===== src/hdl/gbd_pkg.sv =====
package gbd_pkg;

  // Parser phases, one-hot
  typedef enum logic [13:0] {
    PH_HDR   = 14'b00000000000001,
    PH_SCR   = 14'b00000000000010,
    PH_GTAB  = 14'b00000000000100,
    PH_BODY  = 14'b00000000001000,
    PH_LABEL = 14'b00000000010000,
    PH_IDESC = 14'b00000000100000,
    PH_LTAB  = 14'b00000001000000,
    PH_LZW   = 14'b00000010000000,
    PH_DONE  = 14'b00000100000000,
    PH_ERR   = 14'b00001000000000,
    PH_FLEN  = 14'b00010000000000,
    PH_FDAT  = 14'b00100000000000,
    PH_SLEN  = 14'b01000000000000,
    PH_SDAT  = 14'b10000000000000
  } phase_e;

  // Which block the current sub-block chain belongs to
  typedef enum logic [2:0] {
    KIND_GFX = 3'd0,
    KIND_APP = 3'd1,
    KIND_COM = 3'd2,
    KIND_PTX = 3'd3,
    KIND_IMG = 3'd4
  } kind_e;

  // Section codes
  localparam logic [3:0] SEC_HEADER    = 4'd0;
  localparam logic [3:0] SEC_SCREEN    = 4'd1;
  localparam logic [3:0] SEC_GTABLE    = 4'd2;
  localparam logic [3:0] SEC_GFX       = 4'd3;
  localparam logic [3:0] SEC_APP       = 4'd4;
  localparam logic [3:0] SEC_COMMENT   = 4'd5;
  localparam logic [3:0] SEC_PLAINTEXT = 4'd6;
  localparam logic [3:0] SEC_IDESC     = 4'd7;
  localparam logic [3:0] SEC_LTABLE    = 4'd8;
  localparam logic [3:0] SEC_IDATA     = 4'd9;
  localparam logic [3:0] SEC_TRAILER   = 4'd10;
  localparam logic [3:0] SEC_ERROR     = 4'd11;

  // Byte roles
  localparam logic [2:0] ROLE_FIXED = 3'd0;
  localparam logic [2:0] ROLE_INTRO = 3'd1;
  localparam logic [2:0] ROLE_LEN   = 3'd2;
  localparam logic [2:0] ROLE_DATA  = 3'd3;
  localparam logic [2:0] ROLE_TERM  = 3'd4;

  // Error codes
  localparam logic [1:0] ERR_NONE    = 2'd0;
  localparam logic [1:0] ERR_SIG     = 2'd1;
  localparam logic [1:0] ERR_VERSION = 2'd2;
  localparam logic [1:0] ERR_BLOCK   = 2'd3;

  // Block introducers and extension labels
  localparam logic [7:0] BYTE_EXT     = 8'h21;
  localparam logic [7:0] BYTE_IMAGE   = 8'h2C;
  localparam logic [7:0] BYTE_TRAILER = 8'h3B;
  localparam logic [7:0] LABEL_GFX    = 8'hF9;
  localparam logic [7:0] LABEL_APP    = 8'hFF;
  localparam logic [7:0] LABEL_COM    = 8'hFE;
  localparam logic [7:0] LABEL_PTX    = 8'h01;

  // Packed-field and last byte positions
  localparam logic [9:0] SCR_PACKED_POS = 10'd4;
  localparam logic [9:0] SCR_LAST_POS   = 10'd6;
  localparam logic [9:0] IDESC_LAST_POS = 10'd8;
  localparam logic [9:0] HDR_LAST_POS   = 10'd5;

  typedef struct packed {
    logic       finished;
    logic [1:0] error_code;
    logic [9:0] offset_in_section;
    logic [7:0] byte_echo;
    logic [2:0] role;
    logic [3:0] section;
  } gbd_result_t;

  // Index of the last byte of a color table: 3 << (code + 1), minus one
  function automatic logic [9:0] table_last(input logic [2:0] code);
    logic [9:0] last;
    case (code)
      3'd0:    last = 10'd5;
      3'd1:    last = 10'd11;
      3'd2:    last = 10'd23;
      3'd3:    last = 10'd47;
      3'd4:    last = 10'd95;
      3'd5:    last = 10'd191;
      3'd6:    last = 10'd383;
      default: last = 10'd767;
    endcase
    return last;
  endfunction

  // Section of a sub-block chain by its owner
  function automatic logic [3:0] kind_section(input kind_e kind);
    logic [3:0] sec;
    case (kind)
      KIND_GFX: sec = SEC_GFX;
      KIND_APP: sec = SEC_APP;
      KIND_COM: sec = SEC_COMMENT;
      KIND_PTX: sec = SEC_PLAINTEXT;
      KIND_IMG: sec = SEC_IDATA;
      default:  sec = SEC_ERROR;
    endcase
    return sec;
  endfunction

endpackage


===== src/hdl/gbd_parser.sv =====
module gbd_parser (
  input  logic                clk_i,
  input  logic                rst_ni,
  input  logic                accept_i,
  input  logic [7:0]          data_byte_i,
  output gbd_pkg::gbd_result_t result_o
);
  import gbd_pkg::*;

  phase_e     phase_q, phase_d;
  kind_e      kind_q, kind_d;
  logic [9:0] pos_q, pos_d;
  logic [7:0] left_q, left_d;
  logic [2:0] size_q, size_d;
  logic       present_q, present_d;
  logic [1:0] err_q, err_d;
  logic       done_q, done_d;

  logic [3:0] sec;
  logic [2:0] role;
  logic [9:0] off;
  logic       hdr_ok;
  logic       pkt_present;

  // Check the signature and version byte at the current header position
  always_comb begin
    case (pos_q)
      10'd0:   hdr_ok = (data_byte_i == 8'h47);
      10'd1:   hdr_ok = (data_byte_i == 8'h49);
      10'd2:   hdr_ok = (data_byte_i == 8'h46);
      10'd3:   hdr_ok = (data_byte_i == 8'h38);
      10'd4:   hdr_ok = (data_byte_i == 8'h37) || (data_byte_i == 8'h39);
      default: hdr_ok = (data_byte_i == 8'h61);
    endcase
  end

  // Table flag of the image descriptor's packed byte, seen as it arrives
  assign pkt_present = data_byte_i[7];

  // Tag the byte and work out the next parser state
  always_comb begin
    phase_d   = phase_q;
    kind_d    = kind_q;
    pos_d     = pos_q;
    left_d    = left_q;
    size_d    = size_q;
    present_d = present_q;
    err_d     = err_q;
    done_d    = done_q;
    sec       = SEC_ERROR;
    role      = ROLE_FIXED;
    off       = '0;

    unique case (phase_q)
      PH_HDR: begin
        sec = SEC_HEADER;
        off = pos_q;
        if (!hdr_ok) begin
          err_d   = (pos_q < 10'd3) ? ERR_SIG : ERR_VERSION;
          phase_d = PH_ERR;
        end else if (pos_q == HDR_LAST_POS) begin
          pos_d   = '0;
          phase_d = PH_SCR;
        end else begin
          pos_d = pos_q + 10'd1;
        end
      end
      PH_SCR: begin
        sec = SEC_SCREEN;
        off = pos_q;
        if (pos_q == SCR_PACKED_POS) begin
          present_d = data_byte_i[7];
          size_d    = data_byte_i[2:0];
        end
        if (pos_q == SCR_LAST_POS) begin
          pos_d   = '0;
          phase_d = present_q ? PH_GTAB : PH_BODY;
        end else begin
          pos_d = pos_q + 10'd1;
        end
      end
      PH_IDESC: begin
        sec = SEC_IDESC;
        off = pos_q;
        if (pos_q == IDESC_LAST_POS) begin
          present_d = pkt_present;
          size_d    = data_byte_i[2:0];
          pos_d     = '0;
          phase_d   = pkt_present ? PH_LTAB : PH_LZW;
        end else begin
          pos_d = pos_q + 10'd1;
        end
      end
      PH_GTAB, PH_LTAB: begin
        sec = (phase_q == PH_GTAB) ? SEC_GTABLE : SEC_LTABLE;
        off = pos_q;
        if (pos_q == table_last(size_q)) begin
          pos_d   = '0;
          phase_d = (phase_q == PH_GTAB) ? PH_BODY : PH_LZW;
        end else begin
          pos_d = pos_q + 10'd1;
        end
      end
      PH_BODY: begin
        role = ROLE_INTRO;
        if (data_byte_i == BYTE_EXT) begin
          sec     = SEC_GFX;
          phase_d = PH_LABEL;
        end else if (data_byte_i == BYTE_IMAGE) begin
          sec     = SEC_IDESC;
          pos_d   = '0;
          phase_d = PH_IDESC;
        end else if (data_byte_i == BYTE_TRAILER) begin
          sec     = SEC_TRAILER;
          done_d  = 1'b1;
          phase_d = PH_DONE;
        end else begin
          err_d   = ERR_BLOCK;
          phase_d = PH_ERR;
        end
      end
      PH_LABEL: begin
        role = ROLE_INTRO;
        if (data_byte_i == LABEL_GFX) begin
          sec     = SEC_GFX;
          kind_d  = KIND_GFX;
          phase_d = PH_FLEN;
        end else if (data_byte_i == LABEL_APP) begin
          sec     = SEC_APP;
          kind_d  = KIND_APP;
          phase_d = PH_FLEN;
        end else if (data_byte_i == LABEL_COM) begin
          sec     = SEC_COMMENT;
          kind_d  = KIND_COM;
          phase_d = PH_SLEN;
        end else if (data_byte_i == LABEL_PTX) begin
          sec     = SEC_PLAINTEXT;
          kind_d  = KIND_PTX;
          phase_d = PH_FLEN;
        end else begin
          err_d   = ERR_BLOCK;
          phase_d = PH_ERR;
        end
      end
      PH_LZW: begin
        sec     = SEC_IDATA;
        kind_d  = KIND_IMG;
        phase_d = PH_SLEN;
      end
      PH_FLEN, PH_SLEN: begin
        sec    = kind_section(kind_q);
        left_d = data_byte_i;
        if (phase_q == PH_FLEN) begin
          pos_d = '0;
        end
        if (data_byte_i == 8'h00) begin
          role    = ROLE_TERM;
          phase_d = PH_BODY;
        end else begin
          role    = ROLE_LEN;
          phase_d = (phase_q == PH_FLEN) ? PH_FDAT : PH_SDAT;
        end
      end
      PH_FDAT: begin
        sec    = kind_section(kind_q);
        off    = pos_q;
        left_d = left_q - 8'd1;
        if (left_q == 8'd1) begin
          pos_d   = '0;
          phase_d = PH_SLEN;
        end else begin
          pos_d = pos_q + 10'd1;
        end
      end
      PH_SDAT: begin
        sec    = kind_section(kind_q);
        role   = ROLE_DATA;
        left_d = left_q - 8'd1;
        if (left_q == 8'd1) begin
          phase_d = PH_SLEN;
        end
      end
      PH_DONE: begin
        sec = SEC_TRAILER;
      end
      PH_ERR: begin
        sec = SEC_ERROR;
      end
      default: begin
        phase_d = PH_ERR;
      end
    endcase

    // Report an error byte and all later bytes the same way
    if (phase_d == PH_ERR) begin
      sec  = SEC_ERROR;
      role = ROLE_FIXED;
      off  = '0;
    end
  end

  assign result_o.section           = sec;
  assign result_o.role              = role;
  assign result_o.byte_echo         = data_byte_i;
  assign result_o.offset_in_section = off;
  assign result_o.error_code        = (phase_d == PH_ERR) ? err_d : ERR_NONE;
  assign result_o.finished          = done_d;

  // Advance the parser state on each accepted item
  always_ff @(posedge clk_i or negedge rst_ni) begin
    if (!rst_ni) begin
      phase_q   <= PH_HDR;
      kind_q    <= KIND_GFX;
      pos_q     <= '0;
      left_q    <= '0;
      size_q    <= '0;
      present_q <= 1'b0;
      err_q     <= ERR_NONE;
      done_q    <= 1'b0;
    end else if (accept_i) begin
      phase_q   <= phase_d;
      kind_q    <= kind_d;
      pos_q     <= pos_d;
      left_q    <= left_d;
      size_q    <= size_d;
      present_q <= present_d;
      err_q     <= err_d;
      done_q    <= done_d;
    end
  end

endmodule


===== src/hdl/gbd_out_stage.sv =====
module gbd_out_stage (
  input  logic                clk_i,
  input  logic                rst_ni,
  input  logic                in_valid_i,
  output logic                in_ready_o,
  input  gbd_pkg::gbd_result_t in_result_i,
  output logic                out_valid_o,
  input  logic                out_ready_i,
  output gbd_pkg::gbd_result_t out_result_o
);
  import gbd_pkg::*;

  logic        valid_q;
  gbd_result_t result_q;

  // Take a new item whenever the held one is gone or leaves this cycle
  assign in_ready_o = !valid_q || out_ready_i;

  // Hold the valid flag
  always_ff @(posedge clk_i or negedge rst_ni) begin
    if (!rst_ni) begin
      valid_q <= 1'b0;
    end else if (in_ready_o) begin
      valid_q <= in_valid_i;
    end
  end

  // Capture the result payload
  always_ff @(posedge clk_i) begin
    if (in_ready_o && in_valid_i) begin
      result_q <= in_result_i;
    end
  end

  assign out_valid_o  = valid_q;
  assign out_result_o = result_q;

endmodule


===== src/hdl/gif_block_deframer.sv =====
// GIF block deframer: feed the file one byte per item on the slave stream and
// get one tagged item per byte on the master stream, telling the section
// (header, screen descriptor, color tables, extensions, image descriptor,
// image data, trailer or error), the role of the byte, its offset within a
// fixed part or color table, an error code and a finished flag. A bad
// signature, bad version or unexpected block byte switches the block into a
// held error state until reset; bytes after the trailer are tagged as trailer.
// One item is accepted per clock cycle while the receiver keeps up: the byte
// is tagged by the parser state machine in the cycle it is accepted, and the
// result sits in a single output register. A new byte is taken in the same
// cycle the held result leaves, so items flow back to back; while the
// receiver holds off, that register stays full and the input side stalls.
module gif_block_deframer (
  input  logic        clk_i,
  input  logic        rst_ni,
  input  logic        s_axis_tvalid_i,
  output logic        s_axis_tready_o,
  input  logic [7:0]  s_axis_tdata_i,   // [7:0] data_byte
  output logic        m_axis_tvalid_o,
  input  logic        m_axis_tready_i,
  output logic [31:0] m_axis_tdata_o    // [3:0] section, [6:4] role,
                                        // [14:7] byte_echo,
                                        // [24:15] offset_in_section,
                                        // [26:25] error_code, [27] finished
);
  import gbd_pkg::*;

  logic        accept;
  gbd_result_t tag;
  gbd_result_t held;

  assign accept = s_axis_tvalid_i && s_axis_tready_o;

  gbd_parser u_parser (
    .clk_i       (clk_i),
    .rst_ni      (rst_ni),
    .accept_i    (accept),
    .data_byte_i (s_axis_tdata_i),
    .result_o    (tag)
  );

  gbd_out_stage u_out (
    .clk_i        (clk_i),
    .rst_ni       (rst_ni),
    .in_valid_i   (s_axis_tvalid_i),
    .in_ready_o   (s_axis_tready_o),
    .in_result_i  (tag),
    .out_valid_o  (m_axis_tvalid_o),
    .out_ready_i  (m_axis_tready_i),
    .out_result_o (held)
  );

  // Pack the result fields, lowest first
  assign m_axis_tdata_o = {4'b0000, held.finished, held.error_code,
                           held.offset_in_section, held.byte_echo,
                           held.role, held.section};

endmodule

===== config.mk =====
export PLATFORM = sky130hd
export DESIGN_NAME = gif_block_deframer
export DESIGN_NICKNAME = d
export VERILOG_FILES = /design/src/hdl/gbd_pkg.sv /design/src/hdl/gbd_parser.sv /design/src/hdl/gbd_out_stage.sv /design/src/hdl/gif_block_deframer.sv
export SDC_FILE = /design/constraint.sdc
export NUM_CORES = 1
export LEC_CHECK = 0
export BUFFER_PORTS_ARGS = -buffer_cell sky130_fd_sc_hd__buf_2
export CORE_UTILIZATION = 45
export DETAILED_ROUTE_END_ITERATION = 7
export GPL_TIMING_DRIVEN = 0
export PLACE_DENSITY = 0.7
export SETUP_SLACK_MARGIN = 0.05
export SYNTH_ARGS = -nofsm -noshare
export SYNTH_HDL_FRONTEND = slang
export SYNTH_SLANG_ARGS = --single-unit

===== constraint.sdc =====
create_clock -name clk_i -period 7.6 [get_ports clk_i]
set_input_delay 1.52 -clock clk_i [delete_from_list [all_inputs] [get_ports clk_i]]
set_output_delay 1.52 -clock clk_i [all_outputs]
set_load 0.05 [all_outputs]

==> results of run 1 <==
==> metrics by stage <==
stage / utilization [%] / power (mW) / setup WS [ps] / hold slack, ps
after floorplan: - / 0.9172 / 3723 / 433.2
after global placement: 49.83 / 1.036 / 3226 / 455.1
after detailed placement: 49.84 / 1.054 / 3206 / 461.7
after CTS: 51.64 / 1.347 / 3580 / 482.9
after global routing: 51.64 / 1.435 / 3446 / 517.1
final: 51.64 / 1.352 / 3522 / 482.5
==> layout make-up <==
type	instances	area [um2]	area share (%)
multi-input cells	435	2594	48.87
flip-flops and latches	71	1918	36.14
repair buffers	41	205.2	3.866
plain buffers	42	182.7	3.442
clock buffers	13	170.2	3.206
well taps	136	170.2	3.206
inverters	14	52.55	0.9901
clock inverters	3	15.01	0.2829
==> logic make-up (layout without fill, tap and decap cells) <==
group | count (synthesis) | after routing | synth area share (%)
DFF | 71 | 71 | 40.51
and+or+nand+nor | 265 | 265 | 30.00
other | 1 | 4 | 0.07921
buffers and inverters | 56 | 113 | 4.942
adders and majority gates | 7 | 7 | 1.797
muxes | 6 | 6 | 1.401
xor gates and xnor gates | 13 | 13 | 2.405
AOI/OAI and AO/OA | 140 | 140 | 18.87
==> layout by cell type, fill, tap and decap left out, types with 21 or more instances in the layout <==
| cell type | count |
|---|---|
| nor3_1 | 26 |
| nor2_1 | 55 |
| dfrtp_1 | 42 |
| a21oi_1 | 35 |
| clkbuf_1 | 37 |
| edfxtp_1 | 28 |
| and2_1 | 21 |
| o21ai_0 | 33 |
| nand2_1 | 50 |
| nand3_1 | 27 |
| buf_2 | 42 |
==> layer usage <==
layer	part of all wire [%]	vias up	global-route usage (%)
met2	46	176	38.03
met4	3.3	0	11.47
met3	6.4	35	5.365
met5	0	-	0
met1	44	2096	33.07
li1	-	2152	-
==> power groups by stage <==
stage / Combinational [mW] / Clock [mW] / Sequential [mW]
after CTS: 0.532 / 0.298 / 0.517
after global placement: 0.514 / 0 / 0.522
after detailed placement: 0.529 / 0 / 0.524
final: 0.541 / 0.293 / 0.518
after global routing: 0.596 / 0.312 / 0.527
after floorplan: 0.356 / 0 / 0.561
==> sequential cells by signal, indices dropped and copies added, names as in the netlist <==
register	flops
u_parser.err_q	2
u_parser.present_q	1
u_parser.left_q	8
u_out.out_result_o	28
u_parser.done_q	1
u_parser.pos_q	10
u_parser.kind_q	3
u_out.out_valid_o	1
u_parser.size_q	3
u_parser.phase_q	14
==> worst paths after layout <==
check / start / endpoint / slack [ps]
max: s_axis_tdata_i[1] / u_out.out_result_o[3]$_SDFFCE_PN1P_ / 3520
min: u_parser.done_q$_DFFE_PN0P_ / u_parser.done_q$_DFFE_PN0P_ / 480
max reg2reg: u_parser.phase_q[7]$_DFFE_PN0P_ / u_out.out_result_o[3]$_SDFFCE_PN1P_ / 3860
min reg2reg: u_parser.done_q$_DFFE_PN0P_ / u_parser.done_q$_DFFE_PN0P_ / 480
max in group asynchronous: rst_ni / u_parser.pos_q[9]$_DFFE_PN0P_ / 5610
min in group asynchronous: rst_ni / u_parser.phase_q[9]$_DFFE_PN0P_ / 1340
==> worst register-to-register path: stages, from the launching register on <==
cell and delay (ps):
dfrtp_1 360, clkbuf_1 220, nor3_2 500, nand4_1 470, a21oi_1 760, a2111oi_0 190
nor2_1 330, nand3_4 200, a2111o_1 470
==> results by group, run 1 <==
Yosys
  – Synth cell count leaders: nor2_1, nand2_1, dfrtp_1
  – Avg Inst Size Synth: between 8 and 9 um2
  – Top-area cell type share of the netlist area: 22.20%
  – Count of flip-flops with a built-in enable after synthesis: 28
  – Yosys top cell by area: dfrtp_1
  – Synth Warn #: 0
  – Top-count cell post-synth: nor2_1
  – Post-synth design cell area: between 4000 and 5000 um2
  – Yosys cell types: 66
  – Yosys reg bits: 71
  – Synth top area cells: dfrtp_1, edfxtp_1, nor2_1, nand2_1, a21oi_1
  – Mapped Cells: between 500 and 600
  – Post-synth top flop: dfrtp_1
  – Sequential-to-total area share from yosys stat: a little over 40%
  – Ys async rst share: between 60% and 70%

Setup path
  – Crit Path Class: in2reg
  – WP buf/inv: 2
  – Kind of cell adding the most delay to the critical path: compound AO/OA/AOI/OAI gates
  – CP Capture Type: register
  – Crit path max-delay cell type: or4_1
  – CP Max Fanout: 10
  – CP Depth: 9
  – Crit start category: primary input
  – CP max stage delay: approximately 510 ps
  – R2r worst-path depth: 8
  – Worst path required time: approximately 7700 ps
  – Data arrival, critical path: between 4000 and 5000 ps
  – Crit path cell chain: buf_2 > clkbuf_1 > nand2_1 > or4_1 > a221o_1 > a211oi_2 > a211o_2 > nand3_4 > a2111o_1

Power
  – Part of the power in registers: a little under two fifths
  – P_sw: 561.2 uW
  – Switching part of the total: 41.52%
  – Pwr dens: 254.7 nW/um2
  – Peak supply drop: between 0.1 and 0.15 mV
  – Clock power frac: a little over a fifth
  – Leak: 2.061 nW
  – Combinational Power Share: about two fifths
  – Power Internal: ~790 uW

Placed design
  – Post-DP Area: just over 5000 um2
  – Placed Instances: 739
  – Port Buf Inserts: 41
  – Dpl hpwl: between 9000 and 10000 um
  – Gp weighted congestion: 0.9389

CTS
  – Clk Latency, worst-skew pair: roughly 360 ps
  – H-tree depth: 3
  – Worst-path clk slew: roughly 80 ps
  – TritonCTS Buffers: 9
  – CTS Hold Bufs: 0
  – CTS sink count: between 70 and 80
  – Clock Path Buffers: 2
  – Post-CTS Setup Inserts: 0
  – Post-cts sizing count: 0
  – Root Buffer: clkbuf_8
  – CTS tree: yes

Hold path
  – Worst min path class: reg2reg
  – Worst Hold Path Cells: 1

STA
  – RSZ-0062 raised after global routing: no
  – Max-slew violations: 0
  – Worst slew margin: approximately 30%
  – Setup-failing EPs final: 0
  – Setup Skew: between 10 and 15 ps
  – Final hold violations: 0
  – Slew of the pin with the lowest slew margin: about 1000 ps
  – Fin crit share: between 50 and 60%
  – Minimum clock period: between 4000 and 5000 ps
  – Setup TNS: 0 ps
  – Fmax achieved: between 200 and 250 MHz

Cells and area
  – Layout cells sized above 1: a little over an eighth
  – Post-Layout Inst Area: between 5000 and 6000 um2
  – Nets: between 600 and 700
  – # fillers: approximately 1000
  – Final std cells w/o fill: 755
  – Area grow syn2layout: 12.10%
  – Antenna Diode Count: 0

Detailed routing
  – Average via count per standard cell: a little under 6
  – Vias: roughly 4500
  – DR DRC count: 0
  – Drt first-iter violations: 328
  – ANT nets after route: 0
  – DR pass1 iterations: 5
  – Drt total wl: roughly 13000 um
  – Drt wl/cell: between 15 and 20 um

GRT
  – GRT Util Overall: 24.66%
  – Largest net degree at the start of global routing: between 40 and 50
  – Final global-route overflow total: 0
  – Number of global-route vias before repair: around 4200
  – First-pass GRT wire length: 21160 um
  – Initial antenna violation count: 0

Floorplan
  – Die X: 104.6 um
  – Die Area: ~11000 um2
  – Top-level I/O count: 46
  – Starting Density: approximately 46%
  – Die Span Y: approximately 100 um
  – FP Rows: 37
  – Core area: approximately 10000 um2

Run status
  – Status: finished clean

Job
  – Max_cap viols: 0
Power figures use the tool's default switching activity.
==> inputs of run 2 (changes only) <==
Settings changed: PLACE_DENSITY 0.7 to 0.73.
Clock period 7.6 ns to 3.7 ns, I/O delays scaled along.
==> results by group, run 2 (same netlist as run 1, synthesis figures left out) <==
Run status
  – Status: finished clean

Placed design
  – Port Buf Inserts: 41
  – Dpl hpwl: ~9600 um
  – Gp weighted congestion: about 0.94
  – Post-DP Area: roughly 5100 um2
  – Dpl ws: -7.550 ps

Floorplan
  – Top-level I/O count: 46
  – Die Area: 10930 um2
  – FP Rows: 37
  – Die Span Y: roughly 100 um
  – Core area: between 10000 and 15000 um2
  – Die X: approximately 100 um
  – Starting Density: roughly 46%

Cells and area
  – Post-Layout Inst Area: about 5300 um2
  – # fillers: 970
  – Commonest non-fill, non-tap cells in the layout: nor2_1, nand2_1, buf_2, dfrtp_1, clkbuf_1
  – Nets: around 630
  – Register area: about 1900 um2
  – Largest register FFs: 28
  – Layout cells sized above 1: 13.69%
  – Area grow syn2layout: 12.76%
  – Antenna Diode Count: 0
  – Area of the multi-input gates: 2606 um2
  – Commonest non-fill, non-tap cell in the layout: nor2_1

CTS
  – CTS tree: yes
  – Clock Path Buffers: 2
  – TritonCTS Buffers: 9
  – Root Buffer: clkbuf_8
  – Worst-path clk slew: about 80 ps
  – CTS sink count: ~70
  – H-tree depth: 3
  – Clk Latency, worst-skew pair: roughly 360 ps

GRT
  – Largest net degree at the start of global routing: 44
  – Initial antenna violation count: 0
  – First-pass GRT wire length: approximately 21000 um
  – Final global-route overflow total: 0
  – GRT Util Overall: 24.51%
  – Number of global-route vias before repair: 4187

Detailed routing
  – Average via count per standard cell: 6.077
  – DR pass1 iterations: 5
  – DR DRC count: 0
  – Drt total wl: approximately 13000 um
  – Drt first-iter violations: between 200 and 300
  – ANT nets after route: 0
  – Drt wl/cell: roughly 17 um
  – Vias: 4600

STA
  – Max-slew violations: 0
  – Post-route worst setup slack: between 200 and 300 ps
  – Setup TNS: 0 ps
  – Fin crit share: between 90% and 100%
  – Final hold violations: 0
  – Setup Skew: between 10 and 15 ps
  – Setup-failing EPs final: 0
  – Slew of the pin with the lowest slew margin: ~1000 ps
  – Worst slew margin: 32.61%
  – RSZ-0062 raised after global routing: no
  – Minimum clock period: roughly 3400 ps
  – Worst hold slack: 490.5 ps
  – Fmax achieved: just under 300 MHz

Power
  – Pwr dens: approximately 530 nW/um2
  – Part of the power in registers: 38.1%
  – Leak: approximately 2.1 nW
  – Peak supply drop: about 0.18 mV
  – Switching part of the total: around two fifths
  – Combinational Power Share: between 40% and 50%
  – P_sw: approximately 1.2 mW
  – Power Internal: 1.643 mW
  – Clock power frac: roughly 22%

Hold path
  – Worst min path class: reg2reg

Setup path
  – Worst path required time: around 3800 ps
  – Data arrival, critical path: about 3500 ps
  – Crit Path Class: reg2reg
  – Crit start category: register
  – CP Capture Type: register
  – CP Max Fanout: 10

Job
  – Max_cap viols: 0
-- run 2: cell count changes in the layout (fill, tap and decap cells not counted) --
cell,delta
a21oi_2,+1
nor4b_2,-1
bufinv_16,+1
clkbuf_16,-1
clkbuf_1,-1
nor4b_4,+1
clkbuf_8,-1
clkinv_4,+1
a21oi_1,-1
clkinvlp_4,+1
buf_4,+2
-- run 2: metal layers --
layer | up-vias | wire length (um) | global-route usage (%)
met4 | 0 | 306 | 10.16
met1 | 2231 | 5688 | 33.64
met5 | - | 0 | 0
met3 | 27 | 823 | 3.431
met2 | 180 | 6327 | 38.93
li1 | 2162 | - | -
-- run 2: power by group through the flow --
stage / logic (mW) / registers [mW] / clock network, mW
after CTS: 1.09 / 1.06 / 0.625
after global routing: 1.23 / 1.08 / 0.652
after global placement: 1.06 / 1.07 / 0
after detailed placement: 1.09 / 1.08 / 0
after floorplan: 0.732 / 1.15 / 0
final: 1.12 / 1.07 / 0.615
-- run 2: area by class of cell --
class                      count  share of cell area (%)
clock buffer                  10                   2.390
buffer                        42                   3.422
inverter                      14                  0.9843
sequential                    71                   35.93
timing repair buffer          43                   4.125
multi-input combinational    435                   48.82
clock inverter                 6                   1.148
tap                          136                   3.187
-- run 2: metrics by stage --
| stage | util (%) | cells | power, mW |
|---|---|---|---|
| floorplan | - | 562 | 1.884 |
| global placement | 49.83 | 739 | 2.128 |
| detailed placement | 49.84 | 739 | 2.165 |
| CTS | 51.72 | 755 | 2.784 |
| global route | 51.95 | 757 | 2.966 |
| finish | 51.95 | 757 | 2.806 |
-- run 2: path summary, 6_finish.rpt --
check                                                 start                             endpoint  slack, ps  depth (start not counted)
max                        u_parser.phase_q[10]$_DFFE_PN0P_  u_out.out_result_o[3]$_SDFFCE_PN1P_        290                         10
min                             u_parser.done_q$_DFFE_PN0P_          u_parser.done_q$_DFFE_PN0P_        490                          1
max reg2reg                u_parser.phase_q[10]$_DFFE_PN0P_  u_out.out_result_o[3]$_SDFFCE_PN1P_        290                         10
min reg2reg                     u_parser.done_q$_DFFE_PN0P_          u_parser.done_q$_DFFE_PN0P_        490                          1
max in group asynchronous                            rst_ni       u_parser.size_q[0]$_DFFE_PN0P_       2520                          1
min in group asynchronous                            rst_ni      u_parser.phase_q[5]$_DFFE_PN0P_        540                          1
-- run 2: repair_timing --
item                                   4_1_cts  5_1_grt
setup endpoints to repair                    2        7
endpoints found under the hold margin        0        0
hold buffers                                 0        0
buffers inserted                             0        2
resized for setup                            1        1
pin swaps                                    0        1
-- run 2: worst max-delay path, stage by stage, from the launching register on --
cell	delay (ps)
dfrtp_1	360
buf_2	180
nor4_4	430
and4b_1	250
clkbuf_1	290
and4_1	230
clkbuf_1	310
a2111oi_0	170
nor2_1	280
nand3_4	190
a2111o_1	470
==> inputs of run 3 (changes only) <==
--- a/config.mk
+++ b/config.mk
@@ -6,9 +6,10 @@
 export NUM_CORES = 1
 export LEC_CHECK = 0
-export BUFFER_PORTS_ARGS = -buffer_cell sky130_fd_sc_hd__buf_2
 export CORE_UTILIZATION = 45
 export DETAILED_ROUTE_END_ITERATION = 7
+export DONT_BUFFER_PORTS = 1
+export GPL_ROUTABILITY_DRIVEN = 0
 export GPL_TIMING_DRIVEN = 0
-export PLACE_DENSITY = 0.73
+export PLACE_DENSITY = 0.69
 export SETUP_SLACK_MARGIN = 0.05
 export SYNTH_ARGS = -nofsm -noshare
==> constraint.sdc (replaced) <==
create_clock -name clk_i -period 3.7 [get_ports clk_i]
set_input_delay 0.74 -clock clk_i [delete_from_list [all_inputs] [get_ports clk_i]]
set_output_delay 0.74 -clock clk_i [all_outputs]
set_load 0.1 [all_outputs]
==> results by group, run 3 (same netlist as run 1, synthesis figures left out) <==
GRT
  – GRT Util Overall: a little under a quarter
  – Final global-route overflow total: 0
  – First-pass GRT wire length: 20400 um
  – Initial antenna violation count: 0
  – Number of global-route vias before repair: 4069
  – Largest net degree at the start of global routing: 44

Cells and area
  – Register area: ~1900 um2
  – Antenna Diode Count: 0
  – Post-Layout Inst Area: roughly 5100 um2
  – Area of the multi-input gates: between 2000 and 3000 um2
  – # fillers: approximately 1000
  – Largest register FFs: 28
  – Commonest non-fill, non-tap cells in the layout: nor2_1, nand2_1, dfrtp_1, clkbuf_1, a21oi_1
  – Area grow syn2layout: 8.219%
  – Layout cells sized above 1: under 10%
  – Commonest non-fill, non-tap cell in the layout: nor2_1
  – Finished Core Util: around 50%
  – Nets: around 600

STA
  – Final hold violations: 0
  – Setup-failing EPs final: 0
  – RSZ-0062 raised after global routing: no
  – Worst slew margin: 36.54%
  – Fin crit share: between 90% and 100%
  – Slew of the pin with the lowest slew margin: around 950 ps
  – Setup Skew: approximately 15 ps
  – Fmax achieved: about 300 MHz
  – Minimum clock period: 3389 ps
  – Max-slew violations: 0

Detailed routing
  – Drt total wl: roughly 13000 um
  – Drt first-iter violations: 270
  – Wire length on met1: between 5000 and 6000 um
  – DR pass1 iterations: 5
  – Drt wl/cell: 17.88 um
  – Top layer used by detailed routing: met4
  – ANT nets after route: 0
  – Vias: about 4400
  – Average via count per standard cell: just over 6
  – Met3 wire len: 922 um
  – DR DRC count: 0
  – Wire length on met2: 6035 um

Power
  – Peak supply drop: between 0.2 and 0.25 mV
  – Leak: ~1.9 nW
  – Pwr dens: 559.6 nW/um2

Setup path
  – Crit start category: register
  – CP Capture Type: register
  – R2R setup slack: between 300 and 400 ps
  – Worst path required time: about 3800 ps
  – Crit Path Class: reg2reg
  – CP Max Fanout: 9
  – Data arrival, critical path: between 3000 and 4000 ps

CTS
  – H-tree depth: 3
  – CTS sink count: between 70 and 80
  – Clock Path Buffers: 2
  – Root Buffer: clkbuf_8
  – Worst-path clk slew: roughly 80 ps
  – CTS tree: yes
  – Clk Latency, worst-skew pair: between 300 and 400 ps
  – TritonCTS Buffers: 9
  – CTS Hold Bufs: 0

Floorplan
  – Top-level I/O count: 46
  – Starting Density: 46.07%
  – Die Area: approximately 11000 um2
  – FP Rows: 37
  – Die X: between 100 and 150 um
  – Core area: 10280 um2
  – Die Span Y: between 100 and 150 um

Placed design
  – Dpl hpwl: around 9300 um
  – Post-DP Area: 4917 um2
  – Port Buf Inserts: 0

Job
  – Max_cap viols: 0

Hold path
  – Worst min path class: in2async

Run status
  – Status: finished clean
run 3: area by class of cell:
type / count / area share (%)
tap: 136 / 3.321
buffer: 41 / 3.492
inverter: 14 / 1.026
sequential: 71 / 37.44
timing repair buffer: 2 / 0.2930
clock inverter: 5 / 0.9524
multi-input combinational: 435 / 50.92
clock buffer: 11 / 2.564
run 3: power breakdown:
part	leakage [nW]	internal, mW	total (mW)	switching (mW)
Combinational	1.02	0.356	0.989	0.633
Clock	0.0945	0.306	0.606	0.300
Sequential	0.791	0.957	1.27	0.315
run 3: stage by stage:
stage	worst slack (ps)	cells	power, mW	hold slack, ps	TNS, ps
floorplan	330.6	562	2.000	433.2	0
global placement	-564.6	698	2.203	446.9	-13510
detailed placement	-5.193	698	2.236	446.7	-5.193
CTS	198.7	714	2.838	47.00	0
global route	80.68	715	3.021	49.12	0
finish	310.7	715	2.867	54.62	0
run 3: path summary, 6_finish.rpt:
path,from,to,cells past startpoint
worst max-delay path,u_parser.pos_q[2]$_DFFE_PN0P_,u_out.out_result_o[3]$_SDFFCE_PN1P_,7
worst min-delay path,rst_ni,u_parser.phase_q[12]$_DFFE_PN0P_,0
worst max register to register,u_parser.pos_q[2]$_DFFE_PN0P_,u_out.out_result_o[3]$_SDFFCE_PN1P_,7
worst min register to register,u_parser.done_q$_DFFE_PN0P_,u_parser.done_q$_DFFE_PN0P_,1
max in group asynchronous,rst_ni,u_parser.phase_q[0]$_DFFE_PN1P_,0
min in group clk_i,s_axis_tdata_i[4],u_out.out_result_o[11]$_DFFE_PP_,0
run 3: per-layer routing:
layer  up-vias  GRT usage, %
li1       2071             -
met3        34         5.614
met5         -             0
met4         0         11.17
met2       173         37.51
met1      2130         30.52
run 3: critical path, stage by stage, from the launching register on:
cell and delay [ps]:
dfrtp_1 440, or4_1 640, or4_1 530, a221o_1 320, a211oi_2 270, a211o_2 270
nand3_4 170, a2111o_1 480
run 3: repair_timing:
| item | CTS | global route |
|---|---|---|
| pin swaps | 0 | 1 |
| setup buffers | 0 | 2 |
| endpoints found under the setup margin | 1 | 10 |
| resized for setup | 1 | 2 |
